[config.mk]
export PLATFORM = sky130hd
export DESIGN_NAME = civil_date_day_number_convert
export DESIGN_NICKNAME = d
export VERILOG_FILES = /design/src/cdc_pkg.sv /design/src/cdc_to_days.sv /design/src/cdc_from_days.sv /design/src/civil_date_day_number_convert.sv
export VERILOG_INCLUDE_DIRS = /design/src /design/src/src
export SDC_FILE = /design/constraint.sdc
export NUM_CORES = 2
export LEC_CHECK = 0
export ABC_AREA = 1
export BUFFER_PORTS_ARGS = -buffer_cell sky130_fd_sc_hd__buf_2
export CAP_MARGIN = 20
export CORE_ASPECT_RATIO = 1.1
export CORE_MARGIN = 3
export CORE_UTILIZATION = 50
export DETAILED_ROUTE_END_ITERATION = 8
export GPL_TIMING_DRIVEN = 0
export PLACE_DENSITY = 0.76
export SLEW_MARGIN = 20
export SYNTH_ARGS = -nofsm -noshare
export SYNTH_HDL_FRONTEND = slang
export SYNTH_SLANG_ARGS = --single-unit
[constraint.sdc]
create_clock -name clk -period 6.4 [get_ports clk]
set_clock_uncertainty 0.2 [all_clocks]
set_input_delay 1.28 -clock clk [delete_from_list [all_inputs] [get_ports clk]]
set_output_delay 1.28 -clock clk [all_outputs]
set_load 0.02 [all_outputs]
[src/civil_date_day_number_convert_defines.svh]
// Assertion macros for the civil date / day number converter.
// Used by the top level only; the macros expect signals named clk and rst in scope.
`ifndef CIVIL_DATE_DAY_NUMBER_CONVERT_DEFINES_SVH
`define CIVIL_DATE_DAY_NUMBER_CONVERT_DEFINES_SVH
`ifndef SYNTHESIS
`define CDC_ASSERT_IMP(label, ante, cons) \
  label: assert property (@(posedge clk) disable iff (rst) (ante) |-> (cons)) \
    else $error("civil date convert: same-cycle check failed");
`define CDC_ASSERT_NXT(label, ante, cons) \
  label: assert property (@(posedge clk) disable iff (rst) (ante) |=> (cons)) \
    else $error("civil date convert: next-cycle check failed");
`else
`define CDC_ASSERT_IMP(label, ante, cons)
`define CDC_ASSERT_NXT(label, ante, cons)
`endif
`endif

[src/cdc_pkg.sv]
// Shared types and constants for the civil date / day number converter.
// No dependencies; imported by the datapath modules and the top level.
`timescale 1ns / 1ps

package cdc_pkg;

  // Register stages in each datapath, ahead of the output register.
  localparam int unsigned NumStages = 9;

  typedef struct packed {
    logic [NumStages-1:0] load;
  } pipe_ctrl_t;

  localparam logic [21:0] EpochShift = 22'd719468;
  localparam logic [17:0] EraDays    = 18'd146097;
  localparam logic [13:0] EraYears   = 14'd400;
  localparam logic signed [22:0] DnMin = -23'sd719162;
  localparam logic signed [22:0] DnMax = 23'sd2932896;

  // Reciprocals for division by constants: floor(x / D) = (x * ceil(2^S / D)) >> S,
  // exact whenever x * (D - 1) < 2^S over the range of x.
  localparam int unsigned Div100YShift = 21;
  localparam logic [14:0] Div100YRecip =
    15'(((64'd1 << Div100YShift) + 64'd99) / 64'd100);
  localparam int unsigned EraShift = 40;
  localparam logic [22:0] EraRecip =
    23'(((64'd1 << EraShift) + 64'd146096) / 64'd146097);
  localparam int unsigned Div1460Shift = 28;
  localparam logic [17:0] Div1460Recip =
    18'(((64'd1 << Div1460Shift) + 64'd1459) / 64'd1460);
  localparam int unsigned Div36524Shift = 33;
  localparam logic [17:0] Div36524Recip =
    18'(((64'd1 << Div36524Shift) + 64'd36523) / 64'd36524);
  localparam int unsigned Div365Shift = 26;
  localparam logic [17:0] Div365Recip =
    18'(((64'd1 << Div365Shift) + 64'd364) / 64'd365);
  localparam int unsigned Div100SShift = 16;
  localparam logic [9:0] Div100SRecip =
    10'(((64'd1 << Div100SShift) + 64'd99) / 64'd100);
  localparam int unsigned Div153Shift = 19;
  localparam logic [11:0] Div153Recip =
    12'(((64'd1 << Div153Shift) + 64'd152) / 64'd153);

  // Days before the first of each month, counting from March.
  function automatic logic [8:0] cum_days(input logic [3:0] idx);
    logic [8:0] r;
    case (idx)
      4'd0:    r = 9'd0;
      4'd1:    r = 9'd31;
      4'd2:    r = 9'd61;
      4'd3:    r = 9'd92;
      4'd4:    r = 9'd122;
      4'd5:    r = 9'd153;
      4'd6:    r = 9'd184;
      4'd7:    r = 9'd214;
      4'd8:    r = 9'd245;
      4'd9:    r = 9'd275;
      4'd10:   r = 9'd306;
      4'd11:   r = 9'd337;
      default: r = 9'd0;
    endcase
    return r;
  endfunction

endpackage

[src/cdc_to_days.sv]
// Date to day number datapath: validity check and day count in four stages,
// then a delay line to match the other direction's depth. Depends on cdc_pkg.
`timescale 1ns / 1ps

module cdc_to_days import cdc_pkg::*; (
  input  logic        clk,
  input  pipe_ctrl_t  ctrl,
  input  logic [13:0] year_in,
  input  logic [3:0]  month_in,
  input  logic [4:0]  day_in,
  output logic [22:0] day_number,
  output logic        ok
);

  localparam int unsigned FirstDelay = 4;

  function automatic logic [4:0] month_len(input logic [3:0] m, input logic leap);
    logic [4:0] r;
    case (m)
      4'd1, 4'd3, 4'd5, 4'd7, 4'd8, 4'd10, 4'd12: r = 5'd31;
      4'd4, 4'd6, 4'd9, 4'd11:                     r = 5'd30;
      4'd2:    r = leap ? 5'd29 : 5'd28;
      default: r = 5'd0;
    endcase
    return r;
  endfunction

  // Stage A: year divided by 100.
  logic [28:0] q_prod;
  logic [13:0] a_y;
  logic [3:0]  a_m;
  logic [4:0]  a_d;
  logic [7:0]  a_q;

  assign q_prod = 29'(year_in) * 29'(Div100YRecip);

  always_ff @(posedge clk) begin
    if (ctrl.load[0]) begin
      a_y <= year_in;
      a_m <= month_in;
      a_d <= day_in;
      a_q <= q_prod[28:21];
    end
  end

  // Stage B: leap rule, validity, and the March-based year.
  logic [13:0] r_prod;
  logic [6:0]  r100;
  logic        leap;
  logic        before_mar;
  logic        date_ok;
  logic [13:0] b_yy;
  logic [7:0]  b_qyy;
  logic [3:0]  b_s;
  logic [4:0]  b_d;
  logic        b_ok;

  assign r_prod     = 14'(a_q) * 14'd100;
  assign r100       = 7'(a_y - r_prod);
  assign leap       = ((a_y[1:0] == 2'd0) && (r100 != 7'd0)) ||
                      ((r100 == 7'd0) && (a_q[1:0] == 2'd0));
  assign before_mar = (a_m <= 4'd2);
  assign date_ok    = (a_y >= 14'd1) && (a_y <= 14'd9999) &&
                      (a_d >= 5'd1) && (a_d <= month_len(a_m, leap));

  always_ff @(posedge clk) begin
    if (ctrl.load[1]) begin
      b_yy  <= a_y - 14'(before_mar);
      // Stepping back a year from a multiple of 100 drops the century count.
      b_qyy <= a_q - 8'(before_mar && (r100 == 7'd0));
      b_s   <= before_mar ? (a_m + 4'd9) : (a_m - 4'd3);
      b_d   <= a_d;
      b_ok  <= date_ok;
    end
  end

  // Stage C: days of whole years, and days within the year.
  logic [21:0] c_a;
  logic [8:0]  c_b;
  logic        c_ok;

  always_ff @(posedge clk) begin
    if (ctrl.load[2]) begin
      c_a  <= 22'(b_yy) * 22'd365 + 22'(b_yy >> 2) - 22'(b_qyy) + 22'(b_qyy >> 2);
      c_b  <= cum_days(b_s) + 9'(b_d);
      c_ok <= b_ok;
    end
  end

  // Stage D onward: final sum, then delay registers.
  logic [21:0] sum_days;
  logic [22:0] dn_pipe [FirstDelay-1:NumStages-1];
  logic        ok_pipe [FirstDelay-1:NumStages-1];

  assign sum_days = c_a + 22'(c_b);

  always_ff @(posedge clk) begin
    if (ctrl.load[FirstDelay-1]) begin
      // Day one of the month counts as zero, hence the extra one.
      dn_pipe[FirstDelay-1] <= 23'(sum_days) - 23'(EpochShift) - 23'd1;
      ok_pipe[FirstDelay-1] <= c_ok;
    end
    for (int k = FirstDelay; k < NumStages; k++) begin
      if (ctrl.load[k]) begin
        dn_pipe[k] <= dn_pipe[k-1];
        ok_pipe[k] <= ok_pipe[k-1];
      end
    end
  end

  assign day_number = dn_pipe[NumStages-1];
  assign ok         = ok_pipe[NumStages-1];

endmodule

[src/cdc_from_days.sv]
// Day number to date datapath: era split, year of era, day of year and month
// over nine register stages with a final combinational step. Depends on cdc_pkg.
`timescale 1ns / 1ps

module cdc_from_days import cdc_pkg::*; (
  input  logic               clk,
  input  pipe_ctrl_t         ctrl,
  input  logic signed [22:0] day_number_in,
  output logic [13:0]        year,
  output logic [3:0]         month,
  output logic [4:0]         day,
  output logic               ok
);

  // Stage A: shift to a count from 0000-03-01 and range check.
  logic [23:0] zz_full;
  logic [21:0] a_zz;
  logic        a_rng;

  assign zz_full = 24'({day_number_in[22], day_number_in}) + 24'(EpochShift);

  always_ff @(posedge clk) begin
    if (ctrl.load[0]) begin
      a_zz  <= zz_full[21:0];
      a_rng <= (day_number_in >= DnMin) && (day_number_in <= DnMax);
    end
  end

  // Stage B: 400-year era.
  logic [44:0] era_prod;
  logic [21:0] b_zz;
  logic [4:0]  b_era;
  logic        b_rng;

  assign era_prod = 45'(a_zz) * 45'(EraRecip);

  always_ff @(posedge clk) begin
    if (ctrl.load[1]) begin
      b_zz  <= a_zz;
      b_era <= era_prod[44:40];
      b_rng <= a_rng;
    end
  end

  // Stage C: day of era.
  logic [17:0] c_doe;
  logic [4:0]  c_era;
  logic        c_rng;

  always_ff @(posedge clk) begin
    if (ctrl.load[2]) begin
      c_doe <= 18'(b_zz - 22'(b_era) * 22'(EraDays));
      c_era <= b_era;
      c_rng <= b_rng;
    end
  end

  // Stage D: leap day corrections within the era.
  logic [35:0] p1460;
  logic [35:0] p36524;
  logic [7:0]  d_q1460;
  logic [2:0]  d_q36524;
  logic        d_last;
  logic [17:0] d_doe;
  logic [4:0]  d_era;
  logic        d_rng;

  assign p1460  = 36'(c_doe) * 36'(Div1460Recip);
  assign p36524 = 36'(c_doe) * 36'(Div36524Recip);

  always_ff @(posedge clk) begin
    if (ctrl.load[3]) begin
      d_q1460  <= p1460[35:28];
      d_q36524 <= p36524[35:33];
      d_last   <= (c_doe == 18'd146096);
      d_doe    <= c_doe;
      d_era    <= c_era;
      d_rng    <= c_rng;
    end
  end

  // Stage E: day of era with leap days removed.
  logic [17:0] e_num;
  logic [17:0] e_doe;
  logic [4:0]  e_era;
  logic        e_rng;

  always_ff @(posedge clk) begin
    if (ctrl.load[4]) begin
      e_num <= d_doe - 18'(d_q1460) + 18'(d_q36524) - 18'(d_last);
      e_doe <= d_doe;
      e_era <= d_era;
      e_rng <= d_rng;
    end
  end

  // Stage F: year of era.
  logic [35:0] p365;
  logic [8:0]  f_yoe;
  logic [17:0] f_doe;
  logic [4:0]  f_era;
  logic        f_rng;

  assign p365 = 36'(e_num) * 36'(Div365Recip);

  always_ff @(posedge clk) begin
    if (ctrl.load[5]) begin
      f_yoe <= p365[34:26];
      f_doe <= e_doe;
      f_era <= e_era;
      f_rng <= e_rng;
    end
  end

  // Stage G: days before the year of era, and the March-based year.
  logic [18:0] p100;
  logic [2:0]  g_yq100;
  logic [17:0] g_y365;
  logic [13:0] g_yr;
  logic [17:0] g_doe;
  logic        g_rng;

  assign p100 = 19'(f_yoe) * 19'(Div100SRecip);

  always_ff @(posedge clk) begin
    if (ctrl.load[6]) begin
      g_yq100 <= p100[18:16];
      g_y365  <= 18'(f_yoe) * 18'd365 + 18'(f_yoe >> 2);
      g_yr    <= 14'(f_yoe) + 14'(f_era) * EraYears;
      g_doe   <= f_doe;
      g_rng   <= f_rng;
    end
  end

  // Stage H: day of year, counted from March 1.
  logic [17:0] doy_full;
  logic [8:0]  h_doy;
  logic [13:0] h_yr;
  logic        h_rng;

  assign doy_full = g_doe - g_y365 + 18'(g_yq100);

  always_ff @(posedge clk) begin
    if (ctrl.load[7]) begin
      h_doy <= doy_full[8:0];
      h_yr  <= g_yr;
      h_rng <= g_rng;
    end
  end

  // Stage I: month index from March.
  logic [11:0] mp_arg;
  logic [23:0] p153;
  logic [3:0]  i_mp;
  logic [8:0]  i_doy;
  logic [13:0] i_yr;
  logic        i_rng;

  assign mp_arg = 12'(h_doy) * 12'd5 + 12'd2;
  assign p153   = 24'(mp_arg) * 24'(Div153Recip);

  always_ff @(posedge clk) begin
    if (ctrl.load[8]) begin
      i_mp  <= p153[22:19];
      i_doy <= h_doy;
      i_yr  <= h_yr;
      i_rng <= h_rng;
    end
  end

  // January and February belong to the next calendar year.
  logic [8:0] dom;

  assign dom   = i_doy - cum_days(i_mp) + 9'd1;
  assign month = (i_mp < 4'd10) ? (i_mp + 4'd3) : (i_mp - 4'd9);
  assign day   = dom[4:0];
  assign year  = i_yr + 14'(month <= 4'd2);
  assign ok    = i_rng;

endmodule

[src/civil_date_day_number_convert.sv]
// Each request passes through 9 datapath stages and then the output register.
// Throughput: one request per cycle while the output is not stalled.
// Each stage holds its own valid bit and loads when it is empty or the stage after
// it moves, so an output stall only backs up stages that are occupied.
// Reset clears the valid bits and the output valid; the datapath needs no clearing.
`timescale 1ns / 1ps
`include "civil_date_day_number_convert_defines.svh"

module civil_date_day_number_convert import cdc_pkg::*; (
  input  logic               clk,
  input  logic               rst,
  input  logic               in_valid,
  output logic               in_stall,
  input  logic               mode,
  input  logic [13:0]        year_in,
  input  logic [3:0]         month_in,
  input  logic [4:0]         day_in,
  input  logic signed [22:0] day_number_in,
  output logic               out_valid,
  input  logic               out_stall,
  output logic signed [22:0] day_number_out,
  output logic [13:0]        year_out,
  output logic [3:0]         month_out,
  output logic [4:0]         day_out,
  output logic               valid_res
);

  logic [NumStages-1:0] vld;
  logic [NumStages-1:0] vld_next;
  logic [NumStages-1:0] mode_pipe;
  logic                 load_out;
  pipe_ctrl_t           ctrl;

  assign load_out = !out_valid || !out_stall;

  // A stage moves when it or any stage after it is empty, or the output moves.
  always_comb begin
    logic moves;
    moves = load_out;
    for (int k = NumStages - 1; k >= 0; k--) begin
      moves        = moves || !vld[k];
      ctrl.load[k] = moves;
    end
  end

  assign in_stall    = !ctrl.load[0];
  assign vld_next    = (ctrl.load & {vld[NumStages-2:0], in_valid}) | (~ctrl.load & vld);

  always_ff @(posedge clk) begin
    if (rst) begin
      vld       <= '0;
      out_valid <= 1'b0;
    end else begin
      vld <= vld_next;
      if (load_out) begin
        out_valid <= vld[NumStages-1];
      end
    end
  end

  always_ff @(posedge clk) begin
    if (ctrl.load[0]) begin
      mode_pipe[0] <= mode;
    end
    for (int k = 1; k < NumStages; k++) begin
      if (ctrl.load[k]) begin
        mode_pipe[k] <= mode_pipe[k-1];
      end
    end
  end

  logic [22:0] td_day_number;
  logic        td_ok;
  logic [13:0] fd_year;
  logic [3:0]  fd_month;
  logic [4:0]  fd_day;
  logic        fd_ok;

  cdc_to_days u_to_days (
    .clk        (clk),
    .ctrl       (ctrl),
    .year_in    (year_in),
    .month_in   (month_in),
    .day_in     (day_in),
    .day_number (td_day_number),
    .ok         (td_ok)
  );

  cdc_from_days u_from_days (
    .clk           (clk),
    .ctrl          (ctrl),
    .day_number_in (day_number_in),
    .year          (fd_year),
    .month         (fd_month),
    .day           (fd_day),
    .ok            (fd_ok)
  );

  // Fields not produced by the request's direction, and all fields of a
  // rejected request, are zero.
  logic last_mode;
  logic take_date;
  logic take_days;

  assign last_mode = mode_pipe[NumStages-1];
  assign take_date = last_mode && fd_ok;
  assign take_days = !last_mode && td_ok;

  always_ff @(posedge clk) begin
    if (load_out) begin
      day_number_out <= take_days ? $signed(td_day_number) : '0;
      year_out       <= take_date ? fd_year : '0;
      month_out      <= take_date ? fd_month : '0;
      day_out        <= take_date ? fd_day : '0;
      valid_res      <= take_date || take_days;
    end
  end

  `CDC_ASSERT_IMP(a_invalid_zero, out_valid && !valid_res, (day_number_out == 23'sd0) && (year_out == 14'd0) && (month_out == 4'd0) && (day_out == 5'd0))
  `CDC_ASSERT_IMP(a_date_excludes_days, out_valid && (year_out != 14'd0), valid_res && (day_number_out == 23'sd0) && (month_out >= 4'd1) && (month_out <= 4'd12) && (day_out >= 5'd1))
  `CDC_ASSERT_IMP(a_stall_only_when_full, in_stall, (&vld) && out_valid && out_stall)
  `CDC_ASSERT_NXT(a_last_stage_drains, vld[NumStages-1] && load_out, out_valid)

endmodule

==> impl_metrics.sql <==
INSERT INTO impl_metrics (metric_group, metric, value, unit) VALUES
('run_status', 'status', 'finished, final reports clean', ''),
('worst_setup_path', 'max_stage_delay', '550', 'ps'),
('drt', 'detail_route.wirelength', '130', 'mm'),
('worst_setup_path', 'cp_num_cells', '19', ''),
('synthesis', 'synth_fp_nets', '7883', ''),
('timing', 'timing_hold_violations_final', '0', ''),
('placement', 'dp_hpwl', '107', 'mm'),
('flow_run', 'max_cap_violations', '0', ''),
('global_route', 'first_global_vias', '43900', ''),
('final_layout', 'layout-drive-gt1-share', '7.59', '%'),
('worst_setup_path', 'timing.critical_path.required', '6500', 'ps'),
('worst_setup_path', 'crit_family', 'adder cells', ''),
('floorplanning', 'row_count', '134', ''),
('synthesis', 'synth_top_cells_by_area', 'edfxtp_1, fa_1, ha_1', ''),
('placement', 'dpl_worst_slack', '-751', 'ps'),
('worst_setup_path', 'timing.setup.critical_path_class', 'flop to flop', ''),
('floorplanning', 'dieWidth', '341', 'um'),
('timing', 'max_clock_freq', '159', 'MHz'),
('synthesis', 'postSynth.asyncResetShare', '0', '%'),
('drt', 'post-route-drc-count', '0', ''),
('timing', 'timing_worst_slew_pin_value', '982', 'ps'),
('clocking', 'clock_input_transition_at_the_sequential_cells_of_the_worst_setup_and_hold_paths', '70', 'ps'),
('synthesis', 'ys_seq_elements', '567', ''),
('synthesis', 'avgSynthCellArea', '10.3', 'um2'),
('synthesis', 'synth_sequential_area_ratio', '27.2', '%'),
('synthesis', 'synthesis.yosys.warnings', '0', ''),
('final_layout', 'layout-area-overhead-vs-synth', '10.4', '%'),
('timing', 'final.period_utilization', '98.5', '%'),
('timing', 'final_worst_setup_slack', '97.9', 'ps'),
('synthesis', 'post_synth_top_cells', 'inv_1, ha_1, fa_1, nand2_1, edfxtp_1', ''),
('drt', 'detail_route.first_pass.iterations', '8', ''),
('synthesis', 'post-synth-top-count-cell', 'inv_1', ''),
('timing', 'total_count_of_max_transition_violations_in_the_final_report', '0', ''),
('floorplanning', 'core_area', '122000', 'um2'),
('worst_setup_path', 'worst-path-max-fanout', '4', ''),
('worst_setup_path', 'critical_path.n_buffers_inverters', '4', ''),
('timing', 'finalSetupViolations', '0', ''),
('floorplanning', 'dieArea', '128000', 'um2'),
('clocking', 'cts_buffers', '59', ''),
('min_path', 'hold_path_depth', '0', ''),
('clocking', 'cts-root-buf', 'clkbuf_16', ''),
('floorplanning', 'initial_core_utilization', '50.6', '%'),
('min_path', 'worst_hold_launch', 'u_from_days.d_era[2]', ''),
('worst_setup_path', 'start_kind', 'flop', ''),
('drt', 'total_vias_in_the_final_route', '41000', ''),
('min_path', 'hold_path.class', 'flop to flop', ''),
('synthesis', 'synth_edf_count', '543', ''),
('synthesis', 'synth.top_cell.area_share', '26.4', '%'),
('global_route', 'wire_length_of_the_first_global_routing_pass', '215', 'mm'),
('worst_setup_path', 'critical_path_arrival', '6410', 'ps'),
('worst_setup_path', 'critPathSlowestCell', 'fa_1', ''),
('placement', 'gpl.final_weighted_congestion', '0.927', ''),
('floorplanning', 'ioPinCount', '100', ''),
('synthesis', 'synth-main-ff-cell', 'edfxtp_1', ''),
('clocking', 'clk_buf_depth', '3', ''),
('placement', 'dpl-instance-area', '64400', 'um2'),
('worst_setup_path', 'crit_path_cells', 'clkinvlp_4, fa_1, inv_1, fa_1, inv_1, fa_1, fa_1, fa_1, inv_1, fa_1, ha_1, ha_1, a21oi_2, o21ai_0, a21oi_1, o21ai_0, a21oi_1, nand3_1, xor2_2', ''),
('global_route', 'antenna_violations_before_repair', '2', ''),
('clocking', 'cts_max_level', '2', ''),
('final_layout', 'fin_nets', '8145', ''),
('timing', 'slew_headroom', '34.5', '%'),
('drt', 'route.detailed.wl_per_inst', '16.4', 'um'),
('timing', 'final.min_clock_period', '6300', 'ps'),
('drt', 'detailedRoute.firstIterationViolations', '2108', ''),
('worst_setup_path', 'worst_r2r_path_depth', '19', ''),
('synthesis', 'syn-cell-area', '61700', 'um2'),
('clocking', 'tritoncts', 'yes', ''),
('synthesis', 'synth.largest_area_cell', 'edfxtp_1', ''),
('worst_setup_path', 'worst-r2r-setup-slack', '100', 'ps'),
('worst_setup_path', 'path_common_cell', 'fa_1', ''),
('min_path', 'holdPathEnd', 'u_from_days.e_era[2]', '');
registers in the layout, indices dropped and copies added (netlist names), 14 cells and up, named ones only:
name and count:
u_to_days.b_yy 14, u_from_days.h_yr 14, u_from_days.g_yr 14, u_to_days.c_a 22, u_from_days.e_num 18, u_from_days.d_doe 18
u_from_days.b_zz 18, u_to_days.dn_pipe 138, u_from_days.i_yr 14, u_from_days.c_doe 18, u_from_days.a_zz 22, year_out 14
day_number_out 23, u_to_days.a_y 14
routing by layer:
layer	vias up	GRT usage (%)	wire [um]
li1	19800	-	-
met1	20100	25.7	53200
met2	880	37.7	67500
met3	277	1.81	4490
met4	2	6.39	4500
met5	-	0	13
worst max-delay path by stage:
stage	slack (ps)	start	endpoint
after floorplan	9	u_from_days.h_doy[1]	flop
after global placement	-730	out_stall	flop
after detailed placement	-750	u_from_days.h_doy[1]	flop
after CTS	2	u_from_days.a_zz[1]	u_from_days.b_era[2]
after global routing	-100	u_from_days.a_zz[6]	u_from_days.b_era[1]
final	100	u_from_days.a_zz[6]	u_from_days.b_era[1]
repair_timing:
item | CTS | global route
resized for setup | 46 | 114
endpoints found under the setup margin | 12 | 13
setup buffers | 39 | 57
hold buffers | 0 | 0
gates cloned | 1 | 0
pin swaps | 15 | 78
endpoints found under the hold margin | 0 | 0
cell type report:
class,instances,area (um2)
clock buffer,68,1520
antenna,1,2.50
fill,10000,53800
inverter,1523,5730
buffer,7,26.3
sequential,567,16800
clock inverter,40,553
multi-input combinational,3891,40000
timing repair buffer,201,1420
tap,1632,2040
metrics by stage:
step	setup TNS, ps	hold slack, ps	cells
after floorplan	0	200	5988
after global placement	-76790	202	7718
after detailed placement	-5100	205	7726
after CTS	0	201	7873
after global routing	-384	211	7929
final	0	206	7930
cells in the final DEF, fill, tap and decap left out, types with 10 or more instances in the layout:
cell	synthesis	layout
ha_4	0	31
nand3_1	162	160
ha_1	1115	1079
nand4_1	56	56
nand2_1	616	595
buf_2	1	98
xnor2_1	78	78
inv_2	4	20
edfxtp_1	543	543
o21ai_0	152	147
nor2_2	7	11
o21ai_1	14	15
clkinv_2	1	10
clkbuf_1	7	15
a21oi_1	281	269
fa_1	729	727
o21bai_1	13	13
a31oi_1	18	17
buf_12	0	10
o21a_1	17	17
nand3b_1	10	10
buf_4	0	86
bufinv_16	0	10
nor3_1	55	48
dfxtp_1	24	24
a21o_1	33	33
a21oi_2	0	10
xor2_1	137	128
nor4_1	25	18
nand2_2	11	29
clkbuf_16	0	59
inv_1	1517	1498
nor2_1	276	270
cells by family (layout without fill, tap and decap cells):
logic type / Yosys count / after routing / share of synthesized area [%]
AO/OA/AOI/OAI: 583 / 583 / 5.36
XOR/XNOR: 218 / 218 / 3.13
adder cells (fa/ha/maj): 1844 / 1844 / 46.3
buffers and inverters: 1531 / 1839 / 9.32
flip-flops: 567 / 567 / 27.2
other: 0 / 1 / 0
AND/OR/NAND/NOR: 1245 / 1246 / 8.70
worst reg2reg max path, delay by kind of cell, from the launching register on:
family	cells	cell delay, ps
AOI/OAI and AO/OA	5	800
xor gates and xnor gates	1	200
adders and majority gates	8	3810
buffers and inverters	4	420
DFF	1	460
and+or+nand+nor	1	140
Power is left out: the tool's default activity adds up to more than one toggle a clock period on the data nets, which glitch-free logic cannot reach.
